### config.mk
export PLATFORM = sky130hd
export DESIGN_NAME = gcnc_fifo
export DESIGN_NICKNAME = d
export VERILOG_FILES = /design/src/gcnc_pkg.sv /design/src/gcnc_fifo.sv
export SDC_FILE = /design/constraint.sdc
export NUM_CORES = 1
export LEC_CHECK = 0
export ABC_AREA = 1
export BUFFER_PORTS_ARGS = -buffer_cell sky130_fd_sc_hd__buf_2
export CAP_MARGIN = 20
export CELL_PAD_IN_SITES_DETAIL_PLACEMENT = 0
export CELL_PAD_IN_SITES_GLOBAL_PLACEMENT = 1
export CORE_UTILIZATION = 35
export CTS_BUF_LIST = sky130_fd_sc_hd__clkbuf_4 sky130_fd_sc_hd__clkbuf_8
export DETAILED_ROUTE_END_ITERATION = 8
export PLACE_DENSITY = 0.71
export SYNTH_ARGS = -nofsm -noshare
export SYNTH_HDL_FRONTEND = slang
export SYNTH_SLANG_ARGS = --single-unit
### constraint.sdc
create_clock -name i_clk -period 4.2 [get_ports i_clk]
set_input_delay 0.21 -clock i_clk [delete_from_list [all_inputs] [get_ports i_clk]]
set_output_delay 0.21 -clock i_clk [all_outputs]
set_load 0.01 [all_outputs]
### src/gcnc_pkg.sv
// ----------------------------------------------------------------------------
// gcnc_pkg
// Shared constants, types and register map of the 3x3 convolution unit.
// ----------------------------------------------------------------------------
package gcnc_pkg;

    localparam int MAX_WIDTH  = 1024;
    localparam int PIX_W      = 8;
    localparam int COL_W      = $clog2(MAX_WIDTH);
    localparam int ROW_W      = 16;
    localparam int WIDTH_W    = 11;
    localparam int NORM_W     = 16;
    localparam int KROW_W     = 24;
    localparam int PROD_W     = 17;
    localparam int SUM_W      = 20;
    localparam int MAG_W      = SUM_W - 1;
    localparam int DIV_STEPS  = MAG_W;
    localparam int STEP_W     = $clog2(DIV_STEPS);
    localparam int FIFO_DEPTH = 8;
    localparam int PTR_W      = $clog2(FIFO_DEPTH);
    localparam int CNT_W      = $clog2(FIFO_DEPTH + 1);
    localparam int ADDR_W     = 5;
    localparam int DATA_W     = 32;
    localparam int OUT_TDATA_W = 40;
    localparam logic [PIX_W-1:0] PIX_MAX = 8'd255;

    typedef enum logic [2:0] {
        REG_WIDTH  = 3'd0,
        REG_HEIGHT = 3'd1,
        REG_NORM   = 3'd2,
        REG_K_TOP  = 3'd3,
        REG_K_MID  = 3'd4,
        REG_K_BOT  = 3'd5
    } t_reg_idx;

    typedef struct packed {
        logic [WIDTH_W-1:0] width;
        logic [ROW_W-1:0]   height;
        logic [NORM_W-1:0]  norm;
        logic [KROW_W-1:0]  k_top;
        logic [KROW_W-1:0]  k_mid;
        logic [KROW_W-1:0]  k_bot;
    } t_cfg;

    typedef struct packed {
        logic signed [SUM_W-1:0] sum;
        logic [ROW_W-1:0]        row;
        logic [COL_W-1:0]        col;
        logic                    last;
    } t_job;

    typedef struct packed {
        logic             full;
        logic             empty;
        logic [CNT_W-1:0] count;
    } t_q_stat;

endpackage

### src/gcnc_fifo.sv
// ----------------------------------------------------------------------------
// gcnc_fifo
// Short job queue between the window front end and the divider back end.
// ----------------------------------------------------------------------------
module gcnc_fifo (
    input  logic            i_clk,
    input  logic            i_rst_n,
    input  logic            i_push,
    input  gcnc_pkg::t_job  i_job,
    input  logic            i_pop,
    output gcnc_pkg::t_job  o_job,
    output gcnc_pkg::t_q_stat o_stat
);
    gcnc_pkg::t_job r_mem [gcnc_pkg::FIFO_DEPTH];
    logic [gcnc_pkg::PTR_W-1:0] r_wr, r_rd;
    logic [gcnc_pkg::CNT_W-1:0] r_count;

    always_ff @(posedge i_clk) begin
        if (i_push) begin
            r_mem[r_wr] <= i_job;
        end
    end

    always_ff @(posedge i_clk) begin
        if (!i_rst_n) begin
            r_wr    <= '0;
            r_rd    <= '0;
            r_count <= '0;
        end else begin
            if (i_push) r_wr <= r_wr + 1'b1;
            if (i_pop)  r_rd <= r_rd + 1'b1;
            if (i_push && !i_pop)      r_count <= r_count + 1'b1;
            else if (i_pop && !i_push) r_count <= r_count - 1'b1;
        end
    end

    assign o_job        = r_mem[r_rd];
    assign o_stat.count = r_count;
    assign o_stat.empty = (r_count == '0);
    assign o_stat.full  = (r_count == gcnc_pkg::CNT_W'(gcnc_pkg::FIFO_DEPTH));

    a_no_overflow: assert property (@(posedge i_clk) disable iff (!i_rst_n)
        !(i_push && o_stat.full && !i_pop))
        else $error("job queue overflow");
    a_no_underflow: assert property (@(posedge i_clk) disable iff (!i_rst_n)
        !(i_pop && o_stat.empty))
        else $error("job queue underflow");
endmodule

Word-level counts from Yosys, hierarchy flattened:

Memory sizes are Yosys's and may differ from the RTL's. A register that Yosys moved wholly into a read port is not among the register bits.
Index checks and enable logic that the tools add are counted.

* bits in registers: 10
* bits in writable memories: 376
* input bits: 51
* output and inout port bits: 53
* word-level logic and storage cells: 21
* memories kept: 1

Memory list
* r_mem: words 8, bits a word 47, rd ports 1, clocked after memory_dff 1, write ports 1, line gcnc_fifo.sv:14 `gcnc_pkg::t_job r_mem [gcnc_pkg::FIFO_DEPTH];`

* add/sub/neg operators: 4
* eq/ne operators: 1
* multiplexer cells: 6
* reductions and logical operators: 6

Operators by type and width (number)
* $mux 4: 2
* $add 3x1->3 const B: 2
* $mux 3: 2
* $add 4x1->4 const B: 1
* $eq 4x4->1 const B: 1
* $logic_not 4->1: 1
* $sub 4x1->4 const B: 1
* $logic_and 1x1->1: 2
* $logic_not 1->1: 2
* $mux 1: 2
* $reduce_bool 2->1: 1

Logic depth before layout (Yosys ltp):

* depth in word-level cells: 4
* depth in mapped cells: 11
* gate-level depth less buffers: 11

Worst setup path after synthesis:

No wires, ideal clock.

* path kind: flip-flop to flip-flop
* from: register r_wr[0] in the netlist's numbering
* to: memory r_mem[0][0] in the netlist's numbering (enable)
* library setup time: 0.452 ns
* arrival: 2.633 ns
* required time: 3.748 ns
* setup slack: 1.116 ns
* cell stages (with the launch flop): 3
* buffers on the path: 0
* clock period less this slack: 3.084 ns
* cells stage by stage: dfxtp_1 or2_2 nor2_1

RTL lines
* start, declared: line gcnc_fifo.sv:15 `logic [gcnc_pkg::PTR_W-1:0] r_wr, r_rd;`
* start signal, assigned: line gcnc_fifo.sv:30 `if (i_push) r_wr <= r_wr + 1'b1;`
* end, declared: line gcnc_fifo.sv:14

Straight into the memory's write port.

==> flow_results.org <==
** CTS
- Clock Pin Slew Worst Setup and Hold Paths :: 0.06 ns
- The tree built by TritonCTS fans out to 389 sinks.
- Gates resized during post-CTS repair numbered 0.
- In this run the deepest clock path goes through 3 buffers.
- At the later pin of the worst-skew pair, clock insertion delay measures 0.59 ns.
- Clock tree root driver cell :: clkbuf_8
- Buffers inserted during clock tree synthesis total 67.
- Buffers added to address setup during post-CTS repair amount to 0.
- In this run the number of H-tree levels came out at 3.
- The number of hold buffers added after CTS was 52.
- TritonCTS built the clock tree.

** Finish
- Most frequent standard cell in the layout excluding fill and tap cells :: nor2_1
- Number of filler cells placed in the layout :: 4,218
- Final core utilization :: 42.1%
- Final Instance Count excl. Fillers :: 2,153
- With fillers left out, the area of the finished cells amounts to 0.0186 mm2.
- Leaving out fill and tap cells, the most frequent cells in the layout are nor2_1, edfxtp_1, nand2_1.
- Ant diodes :: 0
- Of the cells placed in the final design, the portion with a size suffix greater than 1 is 16.0%.
- Nets@finish :: 1,568
- Area overhead of the layout relative to synthesis :: 19.1%

** Worst setup path
- Maximum net fanout on the critical path :: 105
- The worst setup path is launched from a flip-flop.
- The setup path with the least slack is of type reg -> out.
- In this run the critical register-to-register path is captured at r_mem[6][30]$_DFFE_PP_.
- STA classifies the critical path endpoint as an output pin.
- Across all register-to-register paths, the minimum setup slack is 2.02 ns.
- The startpoint identified for the worst register-to-register timing path is r_wr[0]$_SDFFE_PN0P_.
- Critical Path AT :: 3.05 ns
- The worst register-to-register path has a depth of 3.
- Data required time of the worst path :: 3.99 ns

** Synth
- The number of different library cells used by synthesis comes to 23.
- Dividing the synthesized area by the synthesized cell count gives 11.7 um2.
- Total standard cell area after synthesis :: 0.0156 mm2
- Of the synthesized area, sequential elements account for 74.0%.
- The number of nets in the synthesized netlist is 1,393.
- Number of instances in the synthesized netlist :: 1,336
- Yosys printed 0 warnings.
- Post-synthesis register bit count :: 389

** Route
- After the first detailed-routing iteration, the DRC count stood at 814.
- For this block, the via count after detailed routing is 10,000.
- Residual DRC count :: 0
- After detailed routing, the average wire length per cell comes to 17.3 um.
- The first detailed-routing pass took 5 iterations.
- Via count normalized by instance count :: 4.66
- Summed over all layers, the routed wires come to 37,300 um.
- Once detail routing completed, the nets flagged for antenna violations numbered 0.

** Pwr
- Power comes to 0.00873 W.
- In this run the static leakage power is 6.91 nW.
- For this design the ratio of total power to cell area is 469 mW/mm2.
- The worst-case IR drop observed on VDD is 0.272 mV.

** STA
- Setup repair after global routing left no endpoint under its margin.
- Setup TNS Final :: 0 ns
- Max-slew violation count :: 0
- In the finished design, the share of the clock period the worst path needs comes to 77.7%.
- Hold Fails Final Rpt :: 0
- Final setup violating endpoints :: 0
- Across the routed clock network, the largest skew measured is 0.0144 ns.
- After layout, the minimum clock period comes to 3.26 ns.
- Max_slew headroom :: 31.1%
- Max Fclk :: 306 MHz
- For the pin with the worst max-slew slack, the measured transition is 1.03 ns.

** Die
- 104 I/O pins were placed.
- Effective utilization at floorplan :: 35.4%
- The die covers 0.0455 mm2.
- Row Count :: 77
- Measured along the y axis, the die boundary spans 213 um.
- Chip width :: 213 um
- Core box area :: 0.0441 mm2

** GRT
- The number of antenna violations at the first check in global routing was 0.
- Vias in the first global route :: 10,100
- In this run the most used layer during global routing was met2.
- Global-route congestion overflow total :: 0
- Met2 Resource Use GR :: 26.6%
- For this run, global-route usage on met1 was measured as 23.2%.
- Pin count of the biggest net entering global routing :: 106
- For met3 alone, demand over resource in global routing was 3.22%.
- Wire length of the first global-routing pass :: 57,800 um
- Global routing used 16.8% of the available tracks.

** Placed design
- Number of buffer cells added on primary ports :: 103
- Number of placed cells counting well taps :: 1,981
- Post-detail-place hpwl :: 19,700 um
- Once placement finished, the instance area stood at 0.0167 mm2.
- At the end of routability-driven placement, the weighted congestion stood at 0.716.

** Hold path
- Hold path startpoint :: i_job[45]
- Hold Crit Depth :: 2
- Destination of the worst hold path :: r_mem[7][45]$_DFFE_PP_
- Worst Hold Class :: in -> reg

** Status
- The run finished with clean final reports.

** Flow run
- Max-cap violations in this run came to 0.
[synthesized netlist by cell type]
cell	instances	area, um2
or2_2	3	18.8
inv_1	12	45.0
buf_6	15	169
clkbuf_1	16	60.1
nand2_1	251	942
o21ai_0	143	716
inv_4	1	6.26
inv_2	1	3.75
a21oi_1	5	25.0
ha_1	5	62.6
fa_1	1	20.0
o21ai_1	50	250
buf_1	3	11.3
buf_4	3	22.5
clkbuf_2	11	55.1
dfxtp_1	13	260
nor3_1	2	10.0
buf_2	24	120
xor2_1	2	17.5
edfxtp_1	376	11300
nor2_1	395	1480
nand3_1	3	15.0
xnor2_1	1	8.76
[registers in the layout (all words and copies together) (netlist names), named ones only]
name and cells:
r_count 4, r_wr 3, r_rd 3, r_mem 376
[worst max path at each step]
stage,from,endpoint
final,flip-flop,o_job[11]
after CTS,flip-flop,o_job[11]
after detailed placement,flip-flop,o_job[11]
after floorplan,r_wr[0]$_SDFFE_PN0P_,r_mem[0][0]$_DFFE_PP_
after global placement,flip-flop,o_job[11]
after global routing,flip-flop,o_job[11]
[through the flow]
stage / hold slack [ns] / setup slack [ns]
finish: 0.428 / 0.937
CTS: 0.381 / 0.892
detailed placement: 0.492 / 1.52
global route: 0.426 / 0.668
global placement: 0.484 / 1.56
floorplan: 0.309 / 1.12
[report_power, final]
group | switching [W] | leakage [nW] | internal (W)
logic | 0.000614 | 2.69 | 0.000307
clock network | 0.00150 | 0.699 | 0.00190
registers | 0.0000475 | 3.52 | 0.00435
[final cells by class]
type / count / area [um2] / share of cell area [%]
inverters: 14 / 57.6 / 0.310
well taps: 592 / 741 / 3.98
multi-input cells: 861 / 3630 / 19.5
repair buffers: 178 / 1280 / 6.88
flip-flops and latches: 389 / 11600 / 62.2
clock buffers: 90 / 1110 / 5.96
clock inverters: 29 / 220 / 1.18
[per-layer routing]
| layer | up-vias | share of wire (%) |
|---|---|---|
| li1 | 4929 | - |
| met1 | 4829 | 47 |
| met2 | 223 | 46 |
| met3 | 54 | 4.8 |
| met4 | 0 | 1.9 |
| met5 | - | 0 |
[kinds of logic (layout without fill, tap and decap cells)]
logic type / Yosys count / in the layout / synth area share (%)
AOI/OAI and AO/OA: 198 / 198 / 6.35
buffers and inverters: 86 / 311 / 3.16
xor gates and xnor gates: 3 / 3 / 0.168
DFF: 389 / 389 / 74.0
adders and majority gates: 6 / 6 / 0.529
and+or+nand+nor: 654 / 654 / 15.8
[worst max-delay path, cell delays in order, from the launching register on]
cell and delay [ns]:
dfxtp_4 0.44, inv_4 0.74, buf_4 0.57, o21ai_0 0.17, nand2_1 0.09, nand2_1 0.05, nand2_1 0.17, buf_2 0.16
Note: power is estimated with default switching activity, not from simulation.
