===== config.mk =====
export PLATFORM = sky130hd
export DESIGN_NAME = gcnc_back
export DESIGN_NICKNAME = d
export VERILOG_FILES = /design/src/gcnc_pkg.sv /design/src/gcnc_back.sv
export SDC_FILE = /design/constraint.sdc
export NUM_CORES = 1
export LEC_CHECK = 0
export ABC_AREA = 1
export CORE_MARGIN = 4
export CORE_UTILIZATION = 61
export DETAILED_ROUTE_END_ITERATION = 10
export DONT_BUFFER_PORTS = 1
export PLACE_DENSITY = 0.77
export SLEW_MARGIN = 10
export SYNTH_ARGS = -nofsm -noshare
export SYNTH_HDL_FRONTEND = slang
export SYNTH_SLANG_ARGS = --single-unit

===== constraint.sdc =====
create_clock -name i_clk -period 7 [get_ports i_clk]
set_input_delay 2.1 -clock i_clk [delete_from_list [all_inputs] [get_ports i_clk]]
set_output_delay 2.1 -clock i_clk [all_outputs]
set_load 0.01 [all_outputs]

===== src/gcnc_pkg.sv =====
// ----------------------------------------------------------------------------
// gcnc_pkg
// Shared constants, types and register map of the 3x3 convolution unit.
// ----------------------------------------------------------------------------
package gcnc_pkg;

    localparam int MAX_WIDTH  = 1024;
    localparam int PIX_W      = 8;
    localparam int COL_W      = $clog2(MAX_WIDTH);
    localparam int ROW_W      = 16;
    localparam int WIDTH_W    = 11;
    localparam int NORM_W     = 16;
    localparam int KROW_W     = 24;
    localparam int PROD_W     = 17;
    localparam int SUM_W      = 20;
    localparam int MAG_W      = SUM_W - 1;
    localparam int DIV_STEPS  = MAG_W;
    localparam int STEP_W     = $clog2(DIV_STEPS);
    localparam int FIFO_DEPTH = 8;
    localparam int PTR_W      = $clog2(FIFO_DEPTH);
    localparam int CNT_W      = $clog2(FIFO_DEPTH + 1);
    localparam int ADDR_W     = 5;
    localparam int DATA_W     = 32;
    localparam int OUT_TDATA_W = 40;
    localparam logic [PIX_W-1:0] PIX_MAX = 8'd255;

    typedef enum logic [2:0] {
        REG_WIDTH  = 3'd0,
        REG_HEIGHT = 3'd1,
        REG_NORM   = 3'd2,
        REG_K_TOP  = 3'd3,
        REG_K_MID  = 3'd4,
        REG_K_BOT  = 3'd5
    } t_reg_idx;

    typedef struct packed {
        logic [WIDTH_W-1:0] width;
        logic [ROW_W-1:0]   height;
        logic [NORM_W-1:0]  norm;
        logic [KROW_W-1:0]  k_top;
        logic [KROW_W-1:0]  k_mid;
        logic [KROW_W-1:0]  k_bot;
    } t_cfg;

    typedef struct packed {
        logic signed [SUM_W-1:0] sum;
        logic [ROW_W-1:0]        row;
        logic [COL_W-1:0]        col;
        logic                    last;
    } t_job;

    typedef struct packed {
        logic             full;
        logic             empty;
        logic [CNT_W-1:0] count;
    } t_q_stat;

endpackage


===== src/gcnc_back.sv =====
// ----------------------------------------------------------------------------
// gcnc_back
// Bit-serial divide by the normaliser, clamp to 0..255, output register.
// ----------------------------------------------------------------------------
module gcnc_back (
    input  logic                         i_clk,
    input  logic                         i_rst_n,
    input  logic [gcnc_pkg::NORM_W-1:0]  i_norm,
    input  logic                         i_q_empty,
    input  gcnc_pkg::t_job               i_job,
    output logic                         o_pop,
    output logic                         o_tvalid,
    input  logic                         i_tready,
    output logic [gcnc_pkg::PIX_W-1:0]   o_pixel,
    output logic [gcnc_pkg::ROW_W-1:0]   o_row,
    output logic [gcnc_pkg::COL_W-1:0]   o_col,
    output logic                         o_last
);
    localparam int MW = gcnc_pkg::MAG_W;
    localparam int NW = gcnc_pkg::NORM_W;

    typedef enum logic [2:0] {
        S_IDLE = 3'b001,
        S_DIV  = 3'b010,
        S_DONE = 3'b100
    } t_state;

    t_state r_state, n_state;
    logic [MW-1:0] r_mag;
    logic [NW-1:0] r_rem, r_div;
    logic [gcnc_pkg::STEP_W-1:0] r_cnt;
    logic [gcnc_pkg::ROW_W-1:0] r_row;
    logic [gcnc_pkg::COL_W-1:0] r_col;
    logic r_last, r_ovalid, load_out;
    logic [NW:0] rem_sh, rem_sub;
    logic        q_bit;

    assign rem_sh  = {r_rem, r_mag[MW-1]};
    assign rem_sub = rem_sh - {1'b0, r_div};
    assign q_bit   = (rem_sh >= {1'b0, r_div});

    always_comb begin
        n_state  = r_state;
        o_pop    = 1'b0;
        load_out = 1'b0;
        unique case (r_state)
            S_IDLE: if (!i_q_empty) begin
                o_pop   = 1'b1;
                n_state = S_DIV;
            end
            S_DIV: if (r_cnt == gcnc_pkg::STEP_W'(gcnc_pkg::DIV_STEPS - 1)) begin
                n_state = S_DONE;
            end
            S_DONE: if (!r_ovalid || i_tready) begin
                load_out = 1'b1;
                n_state  = S_IDLE;
            end
            default: n_state = S_IDLE;
        endcase
    end

    always_ff @(posedge i_clk) begin
        if (!i_rst_n) begin
            r_state  <= S_IDLE;
            r_ovalid <= 1'b0;
        end else begin
            r_state <= n_state;
            if (load_out)      r_ovalid <= 1'b1;
            else if (i_tready) r_ovalid <= 1'b0;
        end
    end

    // quotient bits shift into the dividend register as it empties
    always_ff @(posedge i_clk) begin
        if (o_pop) begin
            r_mag  <= (i_job.sum > 0) ? i_job.sum[MW-1:0] : '0;
            r_div  <= (i_norm == '0) ? NW'(1) : i_norm;
            r_rem  <= '0;
            r_cnt  <= '0;
            r_row  <= i_job.row;
            r_col  <= i_job.col;
            r_last <= i_job.last;
        end else if (r_state == S_DIV) begin
            r_rem <= q_bit ? rem_sub[NW-1:0] : rem_sh[NW-1:0];
            r_mag <= {r_mag[MW-2:0], q_bit};
            r_cnt <= r_cnt + 1'b1;
        end
    end

    always_ff @(posedge i_clk) begin
        if (load_out) begin
            o_pixel <= (r_mag > MW'(gcnc_pkg::PIX_MAX)) ? gcnc_pkg::PIX_MAX
                                                       : r_mag[gcnc_pkg::PIX_W-1:0];
            o_row   <= r_row;
            o_col   <= r_col;
            o_last  <= r_last;
        end
    end

    assign o_tvalid = r_ovalid;

    a_rem_bound: assert property (@(posedge i_clk) disable iff (!i_rst_n)
        (r_state == S_DIV) |-> (r_rem < r_div))
        else $error("divider remainder not below divisor");
    a_step_bound: assert property (@(posedge i_clk) disable iff (!i_rst_n)
        (r_state == S_DIV) |-> (r_cnt < gcnc_pkg::STEP_W'(gcnc_pkg::DIV_STEPS)))
        else $error("divider step count out of range");
    a_no_clobber: assert property (@(posedge i_clk) disable iff (!i_rst_n)
        (r_ovalid && !i_tready) |-> !load_out)
        else $error("held output word overwritten");
endmodule


# After elaboration in Yosys (flattened, before gate mapping)

Index checks and enable logic that the tools add are counted.

Add/subtract/negate cells: 2
Order comparisons: 3
Eq/ne operators: 7
Multiplexer cells: 14
Reduce and logical (&&, ||, !) cells: 6

Operators with widths:

| kind                                                           | number |
|---|---|
| 2-to-1 mux 19 bit                                              | 3 |
| greater-than comparator 20 x 1 -> 1 bit, second input constant | 1 |
| greater-than comparator 19 x 8 -> 1 bit, second input constant | 1 |
| >= comparator 17 x 16 -> 1 bit                                 | 1 |
| logical NOT 16 bit                                             | 1 |
| 2-to-1 mux 16 bit                                              | 1 |
| subtractor 16 bit                                              | 1 |
| 2-to-1 mux 3 bit                                               | 3 |
| case mux 3 bit (3 select lines)                                | 1 |
| 2-to-1 mux 1 bit                                               | 6 |
| inequality test 2 bit, second input constant                   | 3 |
| adder 5 x 1 -> 5 bit, second input constant                    | 1 |
| == test 5 bit, second input constant                           | 1 |
| nonzero test 2 bit                                             | 2 |
| == test 3 x 1 -> 1 bit, second input constant                  | 1 |
| == test 3 x 2 -> 1 bit, second input constant                  | 1 |
| == test 3 bit, second input constant                           | 1 |
| AND reduction 3 bit                                            | 1 |
| logical NOT 1 bit                                              | 1 |
| logical OR 1 bit                                               | 1 |

Register bits after elaboration: 122
Bits of input ports: 67
Output and inout port bits: 37
Word-level logic and storage cells: 45

# Logic depth before layout (Yosys ltp)

Gate-level depths: netlist of run 1.

Depth after elaboration: 5
Gate-level depth with buffers: 15
Depth with buffers taken out: 14

# Least setup slack after synthesis of run 1

Ideal clock, no wire load.

Path type: input -> output
From: in i_q_empty
To: out o_pop
Arrival time: 3.705 ns
Data required time: 4.900 ns
Slack: 1.195 ns
Cell stages on the path: 2
Cells stage by stage: nor2_2 clkbuf_1

Longest elaborated chain between the ends: 2

Ends and longest elaborated chain:

| element          | line            | RTL |
|---|---|---|
| from (decl)      | gcnc_back.sv:9  | `input logic i_q_empty,` |
| 2-to-1 mux 1 bit | gcnc_back.sv:47 | `S_IDLE: if (!i_q_empty) begin` |
| 2-to-1 mux 1 bit | gcnc_back.sv:46 | `unique case (r_state)` |
| to (decl)        | gcnc_back.sv:11 | `output logic o_pop,` |

No other way between the ends.

# Worst setup path in the final report of run 1

Same ends and word-level chain as after synthesis.

==> results of run 1 <==
report_power, final:
part           total, W  internal [W]  switching [W]  leakage (nW)
registers      0.000931      0.000895      0.0000364          1.10
logic          0.000232     0.0000631       0.000169          1.32
clock network  0.000916      0.000607       0.000309         0.298
total           0.00208       0.00157       0.000515          2.71
kinds of logic (layout without fill, tap and decap cells):
kind of cell,Yosys count,in the layout,synth area share
and+or+nand+nor,283,283,0.228
AOI/OAI and AO/OA,46,46,0.0452
DFF,122,122,0.592
buffers and inverters,110,117,0.0825
xor gates and xnor gates,6,6,0.00912
adders and majority gates,19,19,0.0426
sequential cells by signal, indices dropped and copies added (netlist names), 8 cells and up:
signal / cells
r_row: 16
r_div: 16
o_col: 10
o_row: 16
o_pixel: 8
r_col: 10
r_mag: 19
r_rem: 16
cell type report:
| type | count | area, um^2 |
|---|---|---|
| Timing Repair Buffer | 2 | 15.0 |
| Multi-Input combinational cell | 354 | 1890 |
| Fill cell | 677 | 2830 |
| Clock inverter | 15 | 204 |
| Inverter | 83 | 312 |
| Tap cell | 129 | 161 |
| Clock buffer | 17 | 414 |
| Sequential cell | 122 | 3410 |
stage by stage:
stage	cells	setup WS [ns]	util	hold WS, ns
after floorplan	586	1.20	-	0.400
after global placement	690	2.56	0.626	0.400
after detailed placement	690	2.57	0.626	0.405
after CTS	722	2.56	0.693	0.418
after global routing	722	2.56	0.693	0.425
final	722	2.56	0.693	0.416
per-layer routing:
| metal | GRT usage | up-vias |
|---|---|---|
| met3 | 0.0747 | 32 |
| met1 | 0.265 | 1819 |
| met2 | 0.385 | 129 |
| li1 | - | 1925 |
| met5 | 0 | - |
| met4 | 0.103 | 0 |
synth_stat cells:
cell type  count
nand2_1      172
edfxtp_1      97
inv_1         80
nand3_1       38
dfxtp_1       25
o21ai_0       23
nor2_1        19
clkbuf_1      18
ha_1          18
nand3b_1      18
a21oi_1       16
nor4_1         9
nor3_1         7
nand2_2        6
xnor2_1        5
nand4_1        4
buf_2          3
buf_6          3
inv_2          3
nor2_2         3
clkbuf_8       2
a211oi_1       1
a21oi_4        1
a41o_1         1
buf_12         1
fa_1           1
nand2_4        1
nand2_8        1
nand3_2        1
nand3b_2       1
nor2_8         1
nor3_4         1
nor4_2         1
o211ai_1       1
o21a_1         1
o21bai_1       1
o221ai_1       1
xor2_1         1
final timing paths:
check                                start   endpoint  cells past startpoint
worst max register to register  r_state[2]  r_mag[15]                      7
worst min register to register    r_row[3]   o_row[3]                      0
worst max-delay path             i_q_empty      o_pop                      1
worst min-delay path              r_row[3]   o_row[3]                      0
==> impl_metrics.tcl, run 1 <==
set metrics [dict create \
    hold_violations 0 \
    die_x_um 105 \
    diodes 0 \
    gp_congestion 0.909 \
    ioPinCount 104 \
    synth.distinct_cells 38 \
    synth.area.top_cells "edfxtp_1 51%, nand2_1 11%, dfxtp_1 8.7%" \
    ys_seq_area_frac 0.592 \
    gr-total-overflow 0 \
    synth.avg_cell_area_um2 9.83 \
    synth_top_area_cell "edfxtp_1" \
    final_common_cell "nand2_1" \
    drt-met1-wl_um 4870 \
    setup_tns_ns 0 \
    finalCritPeriodShare 0.634 \
    critPathKind "in2out" \
    clock_path_buffers 2 \
    drc 0 \
    via_count 3905 \
    layout.nets 666 \
    status "finished, final reports clean" \
    wl_per_cell_um 16.8 \
    area_growth_syn_to_layout_pct 11.2 \
    wl_met3_um 768 \
    fmax_mhz 225 \
    drv_cap 0 \
    maxUsedRoutingLayer "met4" \
    grt_pass1_wl_um 19700 \
    cts_tree "yes" \
    dp.final_hpwl_um 8090 \
    start_util 0.624 \
    synthesis.area_um2 5760 \
    initialDrtViolationCount 237 \
    root_buffer "clkbuf_8" \
    numPortBuffers 0 \
    peakVddDrop_mv 0.280 \
    mostFrequentLayoutCells "172 x nand2_1, 97 x edfxtp_1, 80 x inv_1" \
    hold_buffers 0 \
    worst-path-buf-inv 0 \
    maxSlewHeadroom 0.310 \
    antenna_found_initial 0 \
    cts_made_buffers 17 \
    worstSetupEndpointType "primary output" \
    post-cts-setup-buffers 0 \
    dr_wl_met2_um 6170 \
    leakagePower_nw 2.71 \
    ctsResizeCount 0 \
    p_total_w 0.00208 \
    placedInstanceArea_um2 5790 \
    ys.warnings.count 0 \
    cpPeakStageDelay_ns 0.24 \
    clock_latency_ns 0.51 \
    skew_ns 0.00844 \
    dr.pass1.iters 5 \
    post_drt_via_cell_ratio 5.41 \
    wl_um 12100 \
    slowest_stage "nor2_4" \
    period_minus_slack_ns 4.44 \
    htreeDepth 4 \
    drive_gt1_frac 0.0860 \
    cp_top_family "simple AND/OR/NAND/NOR gates" \
    synthCells 586 \
    clkTransAtPathRegs_ns 0.06 \
    synth-seq-cells 122 \
    cp-start-kind "primary input" \
    grt_max_degree 74 \
    die_h_um 105 \
    rsz0062_at_grt "no" \
    drtAntennaViolNets 0 \
    crit_fanout 3 \
    tightest_slew_ns 1.03 \
    required_ns 4.90 \
    synth_top_area_frac 0.505 \
    grt_use_total 0.229 \
    hold_class "reg2reg" \
    grt_pass1_vias 4073 \
    p_per_area_nw_per_um2 325 \
    crit_chain "nor2_4" \
    setup_viol 0 \
    finish.instance_area_um2 6410 \
    die_area_um2 11100 \
    r2r_slack_ns 4.36 \
    drv_slew 0 \
    cp_data_arrival_time_ns 2.34 \
    num_rows 35 \
    synth_fp_nets 672 \
    coreArea_um2 9240 \
    cts.sinks 122 \
]
(Power assumes the default switching activity.)
==> run 2: changes to the inputs <==
--- a/config.mk
+++ b/config.mk
@@ -5,12 +5,12 @@
 export SDC_FILE = /design/constraint.sdc
 export NUM_CORES = 1
 export LEC_CHECK = 0
-export ABC_AREA = 1
+export ABC_AREA = 0
 export CORE_MARGIN = 4
-export CORE_UTILIZATION = 61
+export CORE_UTILIZATION = 57
 export DETAILED_ROUTE_END_ITERATION = 10
 export DONT_BUFFER_PORTS = 1
-export PLACE_DENSITY = 0.77
+export PLACE_DENSITY = 0.75
 export SLEW_MARGIN = 10
 export SYNTH_ARGS = -nofsm -noshare
 export SYNTH_HDL_FRONTEND = slang
==> constraint.sdc (replaced) <==
create_clock -name i_clk -period 4.05 [get_ports i_clk]
set_input_delay 1.215 -clock i_clk [delete_from_list [all_inputs] [get_ports i_clk]]
set_output_delay 1.215 -clock i_clk [all_outputs]
set_load 0.01 [all_outputs]
==> run 2 against run 1 <==
Die area grew 0.10%. Global-route usage shrank 4.2 points. Combinational power shrank 13%. Sequential share of layout area grew 3.3 points. Clock skew shrank 0.00076 ns. Via count shrank 17%. Non-clock buffer count grew 5. Critical path type unchanged. Largest power group unchanged. Total power grew 46%. Sequential cell count is the same. Largest cell class unchanged. Hold slack lost 0.0026 ns. Sequential power grew 58%. Register-to-register slack lost 3.0 ns. Critical endpoint unchanged.
==> impl_metrics.tcl, run 2 <==
set metrics [dict create \
    leakagePower_nw 2.22 \
    synth_top_family_by_area "simple AND/OR/NAND/NOR gates" \
    initialDrtViolationCount 160 \
    yosys.area_share.simple 0.117 \
    finalCritPeriodShare 0.711 \
    cp-start-kind "primary input" \
    ctsResizeCount 0 \
    grt_max_degree 28 \
    diodes 0 \
    endpoint "o_pop" \
    drc 0 \
    timing.rr.end "r_rem[0]" \
    rsz0062_at_grt "no" \
    coreArea_um2 9240 \
    grt_pass1_vias 3240 \
    ioPinCount 104 \
    skew_ns 0.00768 \
    required_ns 2.83 \
    synth_top_area_frac 0.540 \
    tightest_slew_ns 0.765 \
    regToRegStartpoint "r_div[1]" \
    critPathKind "in2out" \
    wl_per_cell_um 17.7 \
    wl_um 9990 \
    hold_class "reg2reg" \
    ys_seq_area_frac 0.633 \
    cts_tree "yes" \
    r2r_slack_ns 1.40 \
    die_x_um 105 \
    synth.area.top_cells "edfxtp_1 54%, dfxtp_1 9.3%, ha_1 4.2%" \
    fill_cells 687 \
    status "finished, final reports clean" \
    num_rows 35 \
    crit_start "i_q_empty" \
    gr-total-overflow 0 \
    cp_data_arrival_time_ns 1.67 \
    setup_tns_ns 0 \
    worstSetupEndpointType "primary output" \
    cts.sinks 122 \
    dr.pass1.iters 4 \
    antenna_found_initial 0 \
    cpPeakStageDelay_ns 0.21 \
    crit_fanout 8 \
    synth_xor_area_frac 0.0244 \
    synth_mux_area_frac 0.0288 \
    synth_fa_ha_area_frac 0.0455 \
    clock_path_buffers 2 \
    post-route-util 0.653 \
    drive_gt1_frac 0.133 \
    clock_latency_ns 0.50 \
    drv_slew 0 \
    largest_reg_flops 19 \
    htreeDepth 4 \
    hold_buffers 0 \
    crit_chain "nor2_1 -> nand2b_1 -> inv_2" \
    synth-seq-cells 122 \
    synth.distinct_cells 57 \
    synth_ff_type "edfxtp_1" \
    synth-compound-area-share 0.112 \
    fmax_mhz 347 \
    hold_violations 0 \
    grt_pass1_wl_um 16100 \
    p_per_area_nw_per_um2 504 \
    peakVddDrop_mv 0.321 \
    area_growth_syn_to_layout_pct 11.9 \
    maxSlewHeadroom 0.489 \
    post-cts-setup-buffers 0 \
    numPortBuffers 0 \
    mostFrequentLayoutCells "97 x edfxtp_1, 34 x nand2_1, 25 x dfxtp_1" \
    clkTransAtPathRegs_ns 0.06 \
    yosys-top-cells-count "97 x edfxtp_1, 34 x nand2_1, 25 x dfxtp_1, 24 x nor2_1, 22 x inv_1" \
    synthArstFlopShare 0 \
    synth_fp_nets 510 \
    final_common_cell "edfxtp_1" \
    synth_top_area_cell "edfxtp_1" \
    post_drt_via_cell_ratio 5.72 \
    drtAntennaViolNets 0 \
    die_h_um 105 \
    root_buffer "clkbuf_8" \
    dp.final_hpwl_um 6920 \
    ys.warnings.count 0 \
    cts_made_buffers 17 \
    period_minus_slack_ns 2.88 \
    synthesis.area_um2 5390 \
    die_area_um2 11100 \
    synthCells 424 \
    start_util 0.583 \
    via_count 3229 \
    setup_viol 0 \
    drv_cap 0 \
    slowest_stage "inv_2" \
    yosysMostFrequentCell "edfxtp_1" \
    synth_edf_count 97 \
    gp_congestion 0.896 \
    synth.avg_cell_area_um2 12.7 \
    worstRegToRegCells 10 \
    layout.nets 509 \
    grt_use_total 0.186 \
    top_register "r_mag" \
]
run 2: cell count changes after synthesis, sizes merged, moves of 7 or more:
| cell | previous run | this run |
|---|---|---|
| nand2 | 180 | 34 |
| inv | 83 | 22 |
| nand3 | 39 | 1 |
| a22o | 0 | 16 |
| mux2i | 0 | 14 |
| nand3b | 19 | 10 |
| or2 | 0 | 8 |
| a21oi | 17 | 10 |
run 2: area by class of cell:
cell class / count / area [um^2] / area share
Sequential cell: 122 / 3410 / 0.566
Multi-Input combinational cell: 253 / 1780 / 0.295
Clock buffer: 20 / 425 / 0.0705
Tap cell: 129 / 161 / 0.0268
Clock inverter: 12 / 118 / 0.0195
Inverter: 22 / 82.6 / 0.0137
Timing Repair Buffer: 7 / 52.6 / 0.00871
run 2: layer usage:
metal	routed length, um	track usage	part of all wire
met5	0	0	0
met4	89	0.0684	0.0089
met3	597	0.0478	0.060
met2	4840	0.291	0.48
met1	4460	0.253	0.45
run 2: kinds of logic after synthesis:
| group | count (synthesis) |
|---|---|
| DFF | 122 |
| and+or+nand+nor | 121 |
| AOI/OAI and AO/OA | 83 |
| buffers and inverters | 49 |
| adders and majority gates | 19 |
| xor gates and xnor gates | 15 |
| muxes | 15 |
run 2: where the power goes:
part / switching, W / total [W] / internal (W)
sequential: 0.0000302 / 0.00147 / 0.00144
clock: 0.000543 / 0.00136 / 0.000819
combinational: 0.000126 / 0.000202 / 0.0000763
total: 0.000699 / 0.00304 / 0.00234
run 2: worst min path at each step:
stage / from / end / slack [ns] / depth (start not counted)
3_3_place_gp: r_row[8] / o_row[8] / 0.40 / 0
5_1_grt: r_col[4] / o_col[4] / 0.42 / 0
4_1_cts: r_col[4] / o_col[4] / 0.42 / 0
2_1_floorplan: r_col[0] / o_col[0] / 0.40 / 0
3_5_place_dp: r_col[0] / o_col[0] / 0.40 / 0
6_report: r_col[4] / o_col[4] / 0.41 / 0
run 2: metrics by stage:
| stage | hold slack (ns) | instances | setup WS [ns] | cell area [um^2] | power (W) |
|---|---|---|---|---|---|
| global placement | 0.400 | 533 | 0.991 | 5490 | 0.00169 |
| floorplan | 0.400 | 424 | 0.617 | 5400 | 0.00165 |
| global route | 0.419 | 565 | 1.12 | 6030 | 0.00316 |
| finish | 0.414 | 565 | 1.17 | 6030 | 0.00304 |
| CTS | 0.418 | 565 | 1.18 | 6030 | 0.00306 |
| detailed placement | 0.405 | 533 | 0.941 | 5490 | 0.00170 |
run 2: critical path, delay by kind of cell:
family / cells / cell delay [ns]
AND/OR/NAND/NOR: 2 / 0.24
buffers and inverters: 1 / 0.21
